File: src/utf8v_pkg.sv
`timescale 1ns / 1ps

package utf8v_pkg;

    localparam longint unsigned MAX_BYTES = 64'd65536;
    localparam longint unsigned POS_LIMIT_FULL = MAX_BYTES - 64'd1;
    localparam logic [15:0] POS_LIMIT =
        (POS_LIMIT_FULL > 64'hFFFF) ? 16'hFFFF : POS_LIMIT_FULL[15:0];

    localparam logic [7:0] ASCII_MAX   = 8'h7F;
    localparam logic [7:0] LEAD2_MIN   = 8'hC2;
    localparam logic [7:0] LEAD2_MAX   = 8'hDF;
    localparam logic [7:0] LEAD3_MIN   = 8'hE0;
    localparam logic [7:0] LEAD3_MAX   = 8'hEF;
    localparam logic [7:0] LEAD3_SURR  = 8'hED;
    localparam logic [7:0] LEAD4_MIN   = 8'hF0;
    localparam logic [7:0] LEAD4_MAX   = 8'hF4;
    localparam logic [7:0] CONT_MIN    = 8'h80;
    localparam logic [7:0] CONT_MAX    = 8'hBF;
    localparam logic [7:0] E0_CONT_MIN = 8'hA0;
    localparam logic [7:0] ED_CONT_MAX = 8'h9F;
    localparam logic [7:0] F0_CONT_MIN = 8'h90;
    localparam logic [7:0] F4_CONT_MAX = 8'h8F;

    typedef enum logic [1:0] {
        ERR_NONE  = 2'd0,
        ERR_START = 2'd1,
        ERR_CONT  = 2'd2,
        ERR_END   = 2'd3
    } err_code_t;

    typedef struct packed {
        logic       invalid;
        logic [1:0] len;
        logic [7:0] cont_lo;
        logic [7:0] cont_hi;
    } lead_info_t;

    typedef struct packed {
        logic        is_valid;
        err_code_t   code;
        logic [15:0] offset;
    } result_t;

endpackage

File: src/utf8v_lead_decode.sv
`timescale 1ns / 1ps

module utf8v_lead_decode (
    input  logic [7:0]            data_byte,
    output utf8v_pkg::lead_info_t lead
);
    import utf8v_pkg::*;

    always_comb
    begin
        lead.invalid = 1'b0;
        lead.len     = 2'd0;
        lead.cont_lo = CONT_MIN;
        lead.cont_hi = CONT_MAX;
        unique case (data_byte) inside
            [8'h00:ASCII_MAX]:
            begin
                lead.len = 2'd0;
            end
            [LEAD2_MIN:LEAD2_MAX]:
            begin
                lead.len = 2'd1;
            end
            [LEAD3_MIN:LEAD3_MAX]:
            begin
                lead.len = 2'd2;
                if (data_byte == LEAD3_MIN)
                begin
                    lead.cont_lo = E0_CONT_MIN;
                end
                else if (data_byte == LEAD3_SURR)
                begin
                    lead.cont_hi = ED_CONT_MAX;
                end
            end
            [LEAD4_MIN:LEAD4_MAX]:
            begin
                lead.len = 2'd3;
                if (data_byte == LEAD4_MIN)
                begin
                    lead.cont_lo = F0_CONT_MIN;
                end
                else if (data_byte == LEAD4_MAX)
                begin
                    lead.cont_hi = F4_CONT_MAX;
                end
            end
            default:
            begin
                lead.invalid = 1'b1;
            end
        endcase
    end

endmodule

File: src/utf8v_tracker.sv
`timescale 1ns / 1ps

module utf8v_tracker (
    input  logic                   clk,
    input  logic                   rst_n,
    input  logic                   step,
    input  logic [7:0]             data_byte,
    input  logic                   last_byte,
    input  utf8v_pkg::lead_info_t  lead,
    output utf8v_pkg::result_t     result
);
    import utf8v_pkg::*;

    logic [15:0] pos_reg, pos_next;
    logic [15:0] lead_pos_reg, lead_pos_next;
    logic [1:0]  remain_reg, remain_next;
    logic [7:0]  lo_reg, lo_next;
    logic [7:0]  hi_reg, hi_next;
    logic        first_reg, first_next;
    logic        pend_reg, pend_next;
    logic        err_reg, err_next;
    err_code_t   code_reg, code_next;
    logic [15:0] offset_reg, offset_next;

    logic [7:0]  cur_lo;
    logic [7:0]  cur_hi;
    logic        pend_now;
    logic        fin_err;
    err_code_t   fin_code;
    logic [15:0] fin_offset;

    always_comb
    begin
        pos_next      = pos_reg;
        lead_pos_next = lead_pos_reg;
        remain_next   = remain_reg;
        lo_next       = lo_reg;
        hi_next       = hi_reg;
        first_next    = first_reg;
        pend_next     = pend_reg;
        err_next      = err_reg;
        code_next     = code_reg;
        offset_next   = offset_reg;
        cur_lo        = first_reg ? lo_reg : CONT_MIN;
        cur_hi        = first_reg ? hi_reg : CONT_MAX;
        pend_now      = pend_reg || (data_byte < cur_lo) || (data_byte > cur_hi);

        if (!err_reg)
        begin
            if (remain_reg == 2'd0)
            begin
                if (lead.invalid)
                begin
                    err_next    = 1'b1;
                    code_next   = ERR_START;
                    offset_next = pos_reg;
                end
                else if (lead.len != 2'd0)
                begin
                    remain_next   = lead.len;
                    lead_pos_next = pos_reg;
                    lo_next       = lead.cont_lo;
                    hi_next       = lead.cont_hi;
                    first_next    = 1'b1;
                    pend_next     = 1'b0;
                end
            end
            else
            begin
                first_next  = 1'b0;
                remain_next = remain_reg - 2'd1;
                pend_next   = pend_now;
                if (remain_next == 2'd0 && pend_now)
                begin
                    err_next    = 1'b1;
                    code_next   = ERR_CONT;
                    offset_next = lead_pos_reg;
                    pend_next   = 1'b0;
                end
            end
        end

        if (pos_reg < POS_LIMIT)
        begin
            pos_next = pos_reg + 16'd1;
        end

        // string cut short inside a sequence
        fin_err    = err_next;
        fin_code   = code_next;
        fin_offset = offset_next;
        if (!err_next && remain_next != 2'd0)
        begin
            fin_err    = 1'b1;
            fin_code   = ERR_END;
            fin_offset = lead_pos_next;
        end

        result.is_valid = !fin_err;
        result.code     = fin_err ? fin_code : ERR_NONE;
        result.offset   = fin_err ? fin_offset : 16'd0;

        if (last_byte)
        begin
            pos_next      = 16'd0;
            lead_pos_next = 16'd0;
            remain_next   = 2'd0;
            lo_next       = CONT_MIN;
            hi_next       = CONT_MAX;
            first_next    = 1'b0;
            pend_next     = 1'b0;
            err_next      = 1'b0;
            code_next     = ERR_NONE;
            offset_next   = 16'd0;
        end
    end

    always_ff @(posedge clk or negedge rst_n)
    begin
        if (!rst_n)
        begin
            pos_reg      <= 16'd0;
            lead_pos_reg <= 16'd0;
            remain_reg   <= 2'd0;
            lo_reg       <= CONT_MIN;
            hi_reg       <= CONT_MAX;
            first_reg    <= 1'b0;
            pend_reg     <= 1'b0;
            err_reg      <= 1'b0;
            code_reg     <= ERR_NONE;
            offset_reg   <= 16'd0;
        end
        else if (step)
        begin
            pos_reg      <= pos_next;
            lead_pos_reg <= lead_pos_next;
            remain_reg   <= remain_next;
            lo_reg       <= lo_next;
            hi_reg       <= hi_next;
            first_reg    <= first_next;
            pend_reg     <= pend_next;
            err_reg      <= err_next;
            code_reg     <= code_next;
            offset_reg   <= offset_next;
        end
    end

endmodule

File: src/utf8v_out_reg.sv
`timescale 1ns / 1ps

module utf8v_out_reg (
    input  logic               clk,
    input  logic               rst_n,
    input  logic               load,
    input  utf8v_pkg::result_t result,
    input  logic               out_ready,
    output logic               out_valid,
    output logic               free,
    output logic               is_valid,
    output logic [1:0]         error_code,
    output logic [15:0]        error_offset
);
    import utf8v_pkg::*;

    logic    valid_reg, valid_next;
    result_t data_reg;

    assign free = !valid_reg || out_ready;

    always_comb
    begin
        valid_next = valid_reg;
        if (load)
        begin
            valid_next = 1'b1;
        end
        else if (out_ready)
        begin
            valid_next = 1'b0;
        end
    end

    always_ff @(posedge clk or negedge rst_n)
    begin
        if (!rst_n)
        begin
            valid_reg <= 1'b0;
        end
        else
        begin
            valid_reg <= valid_next;
        end
    end

    always_ff @(posedge clk)
    begin
        if (load)
        begin
            data_reg <= result;
        end
    end

    assign out_valid    = valid_reg;
    assign is_valid     = data_reg.is_valid;
    assign error_code   = data_reg.code;
    assign error_offset = data_reg.offset;

endmodule

File: src/utf8_strict_validator_top.sv
`timescale 1ns / 1ps
// channel | handshake             | payload
// in      | in_valid / in_ready   | data_byte[7:0], last_byte
// out     | out_valid / out_ready | is_valid, error_code[1:0], error_offset[15:0]
//
// one byte per clock while in_ready is high; the per-byte check and state update
// sit between the tracker state registers and the result register
// a result appears in the cycle after the transfer of the byte with last_byte set
// in_ready drops only while a result waits in the output register and
// out_ready is low
// reset clears all control state (the result payload is not reset); no clearing pass

module utf8_strict_validator_top (
    input  logic        clk,
    input  logic        rst_n,
    input  logic        in_valid,
    output logic        in_ready,
    input  logic [7:0]  data_byte,
    input  logic        last_byte,
    output logic        out_valid,
    input  logic        out_ready,
    output logic        is_valid,
    output logic [1:0]  error_code,
    output logic [15:0] error_offset
);
    import utf8v_pkg::*;

    lead_info_t lead;
    result_t    result;
    logic       step;
    logic       free;

    assign in_ready = free;
    assign step     = in_valid && in_ready;

    utf8v_lead_decode u_decode (
        .data_byte (data_byte),
        .lead      (lead)
    );

    utf8v_tracker u_tracker (
        .clk       (clk),
        .rst_n     (rst_n),
        .step      (step),
        .data_byte (data_byte),
        .last_byte (last_byte),
        .lead      (lead),
        .result    (result)
    );

    utf8v_out_reg u_out (
        .clk          (clk),
        .rst_n        (rst_n),
        .load         (step && last_byte),
        .result       (result),
        .out_ready    (out_ready),
        .out_valid    (out_valid),
        .free         (free),
        .is_valid     (is_valid),
        .error_code   (error_code),
        .error_offset (error_offset)
    );

endmodule

File: config.mk
export PLATFORM = sky130hd
export DESIGN_NAME = utf8_strict_validator_top
export DESIGN_NICKNAME = d
export VERILOG_FILES = /design/src/utf8v_pkg.sv /design/src/utf8v_lead_decode.sv /design/src/utf8v_tracker.sv /design/src/utf8v_out_reg.sv /design/src/utf8_strict_validator_top.sv
export SDC_FILE = /design/constraint.sdc
export NUM_CORES = 1
export LEC_CHECK = 0
export BUFFER_PORTS_ARGS = -buffer_cell sky130_fd_sc_hd__buf_4
export CAP_MARGIN = 15
export CORE_ASPECT_RATIO = 0.9
export CORE_MARGIN = 1
export CORE_UTILIZATION = 55
export CTS_BUF_LIST = sky130_fd_sc_hd__clkbuf_2 sky130_fd_sc_hd__clkbuf_4 sky130_fd_sc_hd__clkbuf_8
export DETAILED_ROUTE_END_ITERATION = 8
export HOLD_SLACK_MARGIN = 0.15
export PLACE_DENSITY = 0.74
export SLEW_MARGIN = 20
export SYNTH_ARGS = -nofsm -noshare
export SYNTH_HDL_FRONTEND = slang
export SYNTH_SLANG_ARGS = --single-unit
File: constraint.sdc
create_clock -name clk -period 6.9 [get_ports clk]
set_clock_uncertainty 0.2 [all_clocks]
set_input_delay 1.38 -clock clk [delete_from_list [all_inputs] [get_ports clk]]
set_output_delay 1.38 -clock clk [all_outputs]
set_load 0.01 [all_outputs]
; ---- Yosys cells after proc, flatten, opt, wreduce, memory -nomap -nowiden
; Index checks and enable logic that the tools add are counted.
[op_classes]
order_cmp = 11
n_div = 0
mul = 0
reduce_logical = 27
n_mux = 63
bitwise_logic = 0
shifts = 0
n_eq_ne = 7
addsub = 2
[op_table]
columns = cell, count
row1 = 16-bit two-way mux, 13
row2 = 8-bit two-way mux, 13
row3 = "8-bit equality test, second input constant", 4
row4 = 16-bit case mux with 2 select lines, 1
row5 = "8-bit greater-or-equal comparator, second input constant", 3
row6 = "8-bit <= comparator, second input constant", 3
row7 = 6-bit two-way mux, 4
row8 = 2-bit two-way mux, 11
row9 = 1-bit two-way mux, 19
row10 = "16-bit by 1-bit adder with 16-bit output, second input constant", 1
row11 = "16-bit < comparator, second input constant", 1
row12 = 2-bit nonzero test, 7
row13 = "8-bit by 1-bit greater-or-equal comparator with 1-bit output, second input constant", 1
row14 = 8-bit greater-than comparator, 1
row15 = "8-bit by 7-bit <= comparator with 1-bit output, second input constant", 1
row16 = 1-bit logical AND, 8
row17 = 8-bit < comparator, 1
row18 = "3-bit != test, second input constant", 2
row19 = 2-bit case mux with 3 select lines, 1
row20 = 5-bit two-way mux, 1
row21 = 5-bit AND reduction, 1
row22 = 2-bit zero test, 2
row23 = 4-bit AND reduction, 1
row24 = 4-bit OR reduction, 1
row25 = other kinds (5), 9
[totals]
inputBits = 13
elab_cells = 124
out_inout_bits = 21
register_bits = 91
mem_bits_rw = 0
romBits = 0
latchBits = 0
n_memories = 0

; ---- Logic depth before layout (Yosys ltp)
; Gate-level depths: netlist (run 1).
[logic_depth]
ltp_word = 12
mapped_depth = 9

; ---- Hierarchy
; From an unflattened synthesis (run 1), not the netlist that was laid out.
[hier_totals]
hier_cells = 618
hier_area_um2 = 5954.5
[by_module_without_submodules]
columns = module, cells_per_inst, instances, area_each_um2
row1 = utf8v_tracker, 561, 1, 5101.1
row2 = utf8v_out_reg, 22, 1, 618.1
row3 = utf8v_lead_decode, 33, 1, 222.7
row4 = utf8_strict_validator_top, 2, 1, 12.5

; ---- Worst setup path before layout (run 1)
; OpenSTA, ideal clock, no wires.
[synth_path]
path_kind = input -> register
startpoint = in data_byte[3]
endpoint = reg u_out.data_reg, in the netlist u_out.error_offset[11], data pin
path_slack_ns = 3.293
path_stages = 7
setup_time_ns = 0.261
arrival_ns = 3.146
path_cell_list = buf_6 -> or4_4 -> and3b_1 -> o41a_1 -> o211ai_4 -> a21oi_1 -> a221o_1
[synth_via]
elab_chain_len = 11
[synth_rtl]
columns = element, line_no
row1 = start: declaration, utf8_strict_validator_top.sv:18  ; input logic [7:0] data_byte,
row2 = 8-bit greater-or-equal comparator (no source line) or 8-bit <= comparator (tied branches), --
row3 = 1-bit logical AND (no source line), --
row4 = 2-bit case mux with 3 select lines, utf8v_lead_decode.sv:15  ; unique case (data_byte) inside
row5 = 2-bit nonzero test, utf8v_tracker.sv:58  ; else if (lead.len != 2'd0)
row6 = 2-bit two-way mux, utf8v_tracker.sv:58
row7 = 2-bit two-way mux, utf8v_tracker.sv:52  ; if (lead.invalid)
row8 = 2-bit two-way mux, utf8v_tracker.sv:50  ; if (remain_reg == 2'd0)
row9 = 2-bit two-way mux, utf8v_tracker.sv:48  ; if (!err_reg)
row10 = 2-bit nonzero test, utf8v_tracker.sv:92  ; if (!err_next && remain_next != 2'd0)
row11 = 1-bit logical AND, utf8v_tracker.sv:92
row12 = 16-bit two-way mux or 1-bit two-way mux (tied branches), utf8v_tracker.sv:92
row13 = end signal: assignment, utf8v_out_reg.sv:51  ; data_reg <= result;
row14 = end: declaration, utf8v_out_reg.sv:18  ; result_t data_reg;
; Several ways; a longest one is shown, not always the timed one.
; A chain may end at the register's enable or synchronous reset.

; ---- Worst setup path after layout (run 1)
[layout_path]
startpoint = in data_byte[2]
endpoint = reg u_out.data_reg, in the netlist u_out.error_offset[11], data pin
; Same word-level chain as after synthesis.

==> summary.md, run 1 <==
| Metric | Value |
|---|---|
| Outcome | completed |
| ANT nets after route | 0 |
| DRT Pass-1 Iters | 5 |
| Most common cell after layout, fill and taps aside | nand2_1 |
| Gr usage total | a little under 30% |
| Post-CTS Resized | 0 |
| Post-Syn Area | roughly 0.0045 mm^2 |
| Total number of yosys warnings | 0 |
| Global routing usage on met1 | between 40% and 50% |
| Crit path max-delay cell type | or4_4 |
| Port buffer count | 33 |
| Clock-pin slew on the worst setup and hold paths | around 90 ps |
| Layout cells sized above 1 | ~16% |
| Grt met2 use | 46.7% |
| Die Wd | 97.2 um |
| Req. time, crit path | about 6800 ps |
| Power density over the cells | 233 mW/mm^2 |
| Worst Hold Class | reg -> reg |
| Row count | 30 |
| Die ar. | between 0.008 and 0.009 mm^2 |
| Drt total wl | about 12000 um |
| Post-CTS setup buffers | 0 |
| Grt peak-use layer | met2 |
| Post-synth EDFFs | 19 |
| Commonest non-fill, non-tap cells in the layout | 59 x nand2_1, 58 x dfrtp_1, 47 x o21ai_0, 46 x nor2_1, 38 x buf_4 |
| Pleak | slightly above 2 nW |
| Reg-to-reg setup timing slack | approximately 3600 ps |
| Root Buffer | clkbuf_8 |
| Grt ovf | 0 |
| Unique masters post-synth | 63 |
| Vias per inst | 6.72 |
| Layout net count | between 500 and 600 |
| Design Power | 1.15 mW |
| Max-Cap Viols | 0 |
| Top Ports | 34 |
| Setup CP Type | in -> reg |
| Hold buffer count at CTS | 0 |
| Skew-Pair Late Insertion Delay | between 300 and 400 ps |
| Final Core Density | approximately 64% |
| RSZ-0062 raised after global routing | no |
| Crit end category | flip-flop |
| Minimum clock period | 3760 ps |
| Avg Cell Area, Syn | 9.52 um^2 |
| Main synth FF type | dfrtp_1 |
| Async SR Flop Fraction | 75.9% |
| Relative slew slack | a little over a third |
| Cell family with most CP delay | compound AO/OA/AOI/OAI gates |
| Dpl hpwl | between 7000 and 8000 um |
| Initial Utilization | between 50% and 60% |
| Peak supply drop | ~0.12 mV |
| Final Hold Vio Count | 0 |
| Startpoint type of the worst setup path | primary input |
| Post-synthesis sequential area ratio | 46.3% |
| Via Count | between 3000 and 4000 |
| Core Area | a little under 0.008 mm^2 |
| Layout area overhead | 9.91% |
| Met3 Usage GRT | 6.23% |
| Syn_nets | roughly 490 |
| # H-tree levels | 3 |
| Initial antenna violation count | 0 |
| Final Max Slew Viols | 0 |
| Bufs and invs on worst path | 1 |
| Crit Path Max Fanout | 18 |
| CP arrival | between 3000 and 4000 ps |
| Max Clk Rate | around 270 MHz |
| Die H | between 80 and 90 um |
| Placer congestion estimate | about 0.9 |
| Residual DRC count | 0 |
| Vias in the first global route | 3762 |
| TritonCTS clock tree | built |
| Final critical-path share of the clock period | between 50% and 60% |
| Initial DRC count | 373 |
| Diode count | 0 |
| Total clock sinks | about 80 |
| Sum of negative setup slack | 0 ps |
| Longest Clk Path Bufs | 2 |
| Largest net degree at the start of global routing | 61 |
| Global-route wire length before repair | ~20000 um |
| # setup viols final | 0 |
| Worst Tran Pin Value | 953 ps |
| CP cell instances | buf_4 -> or4_4 -> and3b_1 -> o41a_1 -> o211ai_4 -> a21oi_1 -> a221o_1 |
| # fillers | slightly above 600 |
| CTS buffer count | 9 |
| Largest stage delay on the critical path | approximately 540 ps |
| WL/cell | around 20 um |
| Mapped Cells | 471 |
| Seq cells post-synth | between 70 and 80 |
worst reg2reg max path, stage by stage (launching register included):
cell	delay, ps
dfrtp_1	650
nor2_1	850
nand2_1	250
or2_2	570
nand2_1	170
a21oi_1	100
a221o_1	300
final timing paths:
kind                                    startpoint                         to  depth (start not counted)
max reg2reg                u_tracker.remain_reg[1]     u_out.error_offset[11]                          6
min                            u_tracker.lo_reg[5]        u_tracker.lo_reg[5]                          2
max                                   data_byte[2]     u_out.error_offset[11]                          7
max in group asynchronous                    rst_n  u_tracker.lead_pos_reg[2]                          1
min reg2reg                    u_tracker.lo_reg[5]        u_tracker.lo_reg[5]                          2
min in group asynchronous                    rst_n   u_tracker.offset_reg[13]                          1
metrics by stage:
| step | instance area [um^2] | instances | hold slack [ps] | setup slack, ps |
|---|---|---|---|---|
| after floorplan | 4480 | 471 | 241 | 3290 |
| after global routing | 4930 | 591 | 326 | 3100 |
| after detailed placement | 4740 | 575 | 281 | 2660 |
| after CTS | 4920 | 591 | 303 | 3020 |
| final | 4930 | 591 | 300 | 3140 |
| after global placement | 4740 | 575 | 262 | 2790 |
layout make-up:
| cell class | instances | area, um^2 | share of cell area, % |
|---|---|---|---|
| clock buffers | 11 | 145 | 2.95 |
| inverters | 10 | 37.5 | 0.762 |
| clock inverters | 5 | 33.8 | 0.686 |
| flip-flops and latches | 79 | 2070 | 42.1 |
| well taps | 96 | 120 | 2.44 |
| repair buffers | 38 | 285 | 5.79 |
| multi-input cells | 352 | 2230 | 45.3 |
per-layer routing:
layer	part of all wire [%]	vias to the layer above
li1	-	1818
met1	45	1911
met2	45	226
met3	8.6	16
met4	0.90	0
met5	0	-
synth_stat cells, types with 3 or more instances:
master,instances,share of area (%)
xnor2_1,4,0.78
dfrtp_1,58,32
nor3_1,9,1.0
nand2b_1,5,0.70
nand2_1,59,4.9
mux2_2,5,1.3
o31ai_1,3,0.50
edfxtp_1,19,13
or3_1,7,0.98
o211ai_1,6,1.0
clkbuf_1,21,1.8
a221oi_2,10,3.3
o32ai_1,12,2.3
o21ai_0,47,5.2
mux2i_1,11,2.5
nand3_1,9,1.0
a31oi_1,5,0.70
and4_1,3,0.59
a21oi_1,29,3.2
a21boi_0,5,0.84
a21o_1,9,1.5
nand4_1,6,0.84
buf_4,4,0.67
o22ai_1,3,0.42
and2_1,4,0.56
nor2b_1,3,0.42
ha_1,4,1.1
inv_1,10,0.84
a221o_1,15,3.3
nor2_1,46,3.9
where the power goes:
group,total [mW],internal (mW),switching (mW)
clock,0.315,0.144,0.172
sequential,0.570,0.528,0.0422
combinational,0.263,0.0999,0.163
kinds of logic (layout without fill, tap and decap cells):
| kind of cell | Yosys count | after routing | share of synthesized area (%) |
|---|---|---|---|
| xor gates and xnor gates | 4 | 4 | 0.782 |
| DFF | 79 | 79 | 46.3 |
| muxes | 16 | 16 | 3.71 |
| buffers and inverters | 40 | 64 | 4.05 |
| adders and majority gates | 4 | 4 | 1.12 |
| and+or+nand+nor | 161 | 161 | 16.9 |
| AOI/OAI and AO/OA | 167 | 167 | 27.2 |
No activity file was read; power rests on OpenSTA's default activity.
==> run 2, diff against run 1 <==
==> constraint.sdc (replaced) <==
create_clock -name clk -period 3.52 [get_ports clk]
set_clock_uncertainty 0.2 [all_clocks]
set_input_delay 0.704 -clock clk [delete_from_list [all_inputs] [get_ports clk]]
set_output_delay 0.704 -clock clk [all_outputs]
set_load 0.01 [all_outputs]
==> run 2 against run 1 <==
Compared with the run above: total power is 110% higher; clock-buffer cell count is 2 higher; sequential cell count is the same; largest cell class unchanged.
==> summary.md, run 2 (synthesis gave the netlist of run 1 again) <==
| Metric | Value |
|---|---|
| Die ar. | roughly 0.0085 mm^2 |
| CTS buffer count | 9 |
| Die H | about 88 um |
| Largest net degree at the start of global routing | 61 |
| Vias in the first global route | 3836 |
| Die Wd | 97.2 um |
| Final Hold Vio Count | 0 |
| Crit end category | flip-flop |
| Sum of negative setup slack | 0 ps |
| # setup viols final | 0 |
| Cell family with most CP delay | compound AO/OA/AOI/OAI gates |
| Gr usage total | roughly 30% |
| Diode count | 0 |
| Vias per inst | between 6 and 7 |
| Reg-to-Reg End | u_out.error_offset[0] |
| Cells on worst reg2reg path | 9 |
| # fillers | around 650 |
| Global-route wire length before repair | slightly below 20000 um |
| Worst Hold Class | in -> async |
| Layout net count | between 500 and 600 |
| Hold buffer count at CTS | 0 |
| Multi-input gate area in the final layout | 0.00223 mm^2 |
| Skew-Pair Late Insertion Delay | between 300 and 400 ps |
| Dpl hpwl | between 7000 and 8000 um |
| Crit Path Max Fanout | 13 |
| Setup CP Type | reg -> reg |
| Post-DP Area | approximately 0.0048 mm^2 |
| CP Launch Point | u_tracker.hi_reg[5] |
| ANT nets after route | 0 |
| TritonCTS clock tree | built |
| Layout area overhead | 12.1% |
| Levels on crit path | 9 |
| Longest Clk Path Bufs | 2 |
| Relative slew slack | 45.1% |
| Placed cell count | 581 |
| Final Max Slew Viols | 0 |
| CP cell instances | nor2b_1 -> ha_1 -> a21o_1 -> o22ai_1 -> a21boi_1 -> buf_4 -> a221o_1 -> a221oi_1 -> o32ai_1 |
| Req. time, crit path | 3430 ps |
| Largest stage delay on the critical path | roughly 540 ps |
| Clock-pin slew on the worst setup and hold paths | 80 ps |
| Row count | 30 |
| Startpoint type of the worst setup path | flip-flop |
| Grt ovf | 0 |
| Max Clk Rate | approximately 340 MHz |
| Commonest non-fill, non-tap cells in the layout | 59 x nand2_1, 58 x dfrtp_1, 47 x o21ai_0, 46 x nor2_1, 44 x buf_4 |
| Max-Cap Viols | 0 |
| Via Count | ~4000 |
| Initial Utilization | between 50% and 60% |
| Design area | slightly above 0.005 mm^2 |
| Initial antenna violation count | 0 |
| RSZ-0062 raised after global routing | no |
| Finished Layout Cells | a little under 600 |
| Crit path max-delay cell type | dfstp_2 |
| Critical R2R Launch | u_tracker.hi_reg[5] |
| Layout cells sized above 1 | approximately 17% |
| Residual DRC count | 0 |
| Outcome | completed |
| Pleak | between 2 and 2.5 nW |
| Power density over the cells | 486 mW/mm^2 |
| Final critical-path share of the clock period | between 80% and 90% |
| Total clock sinks | 79 |
| Core Area | ~0.0077 mm^2 |
| Bufs and invs on worst path | 1 |
| DRT Pass-1 Iters | 6 |
| Peak supply drop | roughly 0.35 mV |
| Reg-to-reg setup timing slack | slightly above 600 ps |
| Placer congestion estimate | around 0.9 |
| Worst Tran Pin Value | ~800 ps |
| Top Ports | 34 |
| WL/cell | 20.1 um |
| Most common cell after layout, fill and taps aside | nand2_1 |
| Minimum clock period | just under 3000 ps |
| Storage cell area | 0.00207 mm^2 |
| Port buffer count | 33 |
| # H-tree levels | 3 |
| CP arrival | roughly 2800 ps |
| Post-CTS setup buffers | 0 |
| Post-CTS Resized | 0 |
| Drt total wl | 12000 um |
| Root Buffer | clkbuf_8 |
| Initial DRC count | ~360 |
==> run 2: metal layers <==
layer,part of all wire [%],GRT usage (%),vias to the layer above
li1,-,-,1832
met1,44,40.4,1930
met2,45,46.3,232
met3,9.3,7.42,25
met4,1.5,10.6,0
met5,0,0,-
==> run 2: area by class of cell <==
cell class | count | area share, %
Tap cell | 96 | 2.39
Timing Repair Buffer | 44 | 6.57
Multi-Input combinational cell | 352 | 44.3
Clock buffer | 13 | 3.44
Inverter | 10 | 0.747
Sequential cell | 79 | 41.3
Clock inverter | 3 | 1.29
==> run 2: worst reg2reg max path: stages, from the launching register on <==
cell,delay (ps)
dfstp_2,540
nor2b_1,50
ha_1,300
a21o_1,180
o22ai_1,260
a21boi_1,150
buf_4,220
a221o_1,330
a221oi_1,300
o32ai_1,140
==> run 2: worst max-delay path by stage <==
stage,end,slack [ps]
6_report,u_out.error_offset[0],610
5_1_grt,u_out.error_offset[0],510
4_1_cts,u_out.error_offset[0],630
3_5_place_dp,u_out.error_code[0],340
3_3_place_gp,u_out.error_code[1],360
2_1_floorplan,u_out.error_offset[11],590
==> run 2: stage by stage <==
| step | power [mW] | worst slack [ps] | hold WS, ps | utilization (%) |
|---|---|---|---|---|
| 4_1_cts | 2.45 | 632 | 247 | 65.0 |
| 6_report | 2.44 | 612 | 205 | 65.0 |
| 5_1_grt | 2.55 | 512 | 273 | 65.0 |
| 3_3_place_gp | 1.63 | 358 | 272 | 61.9 |
| 3_5_place_dp | 1.65 | 341 | 289 | 61.9 |
| 2_1_floorplan | 1.47 | 589 | 208 | - |
==> run 2: power by group <==
group	internal, mW	switching, mW	leakage (nW)
Sequential	1.03	0.0875	0.989
Combinational	0.204	0.319	0.965
Clock	0.465	0.335	0.123
Total	1.70	0.741	2.08
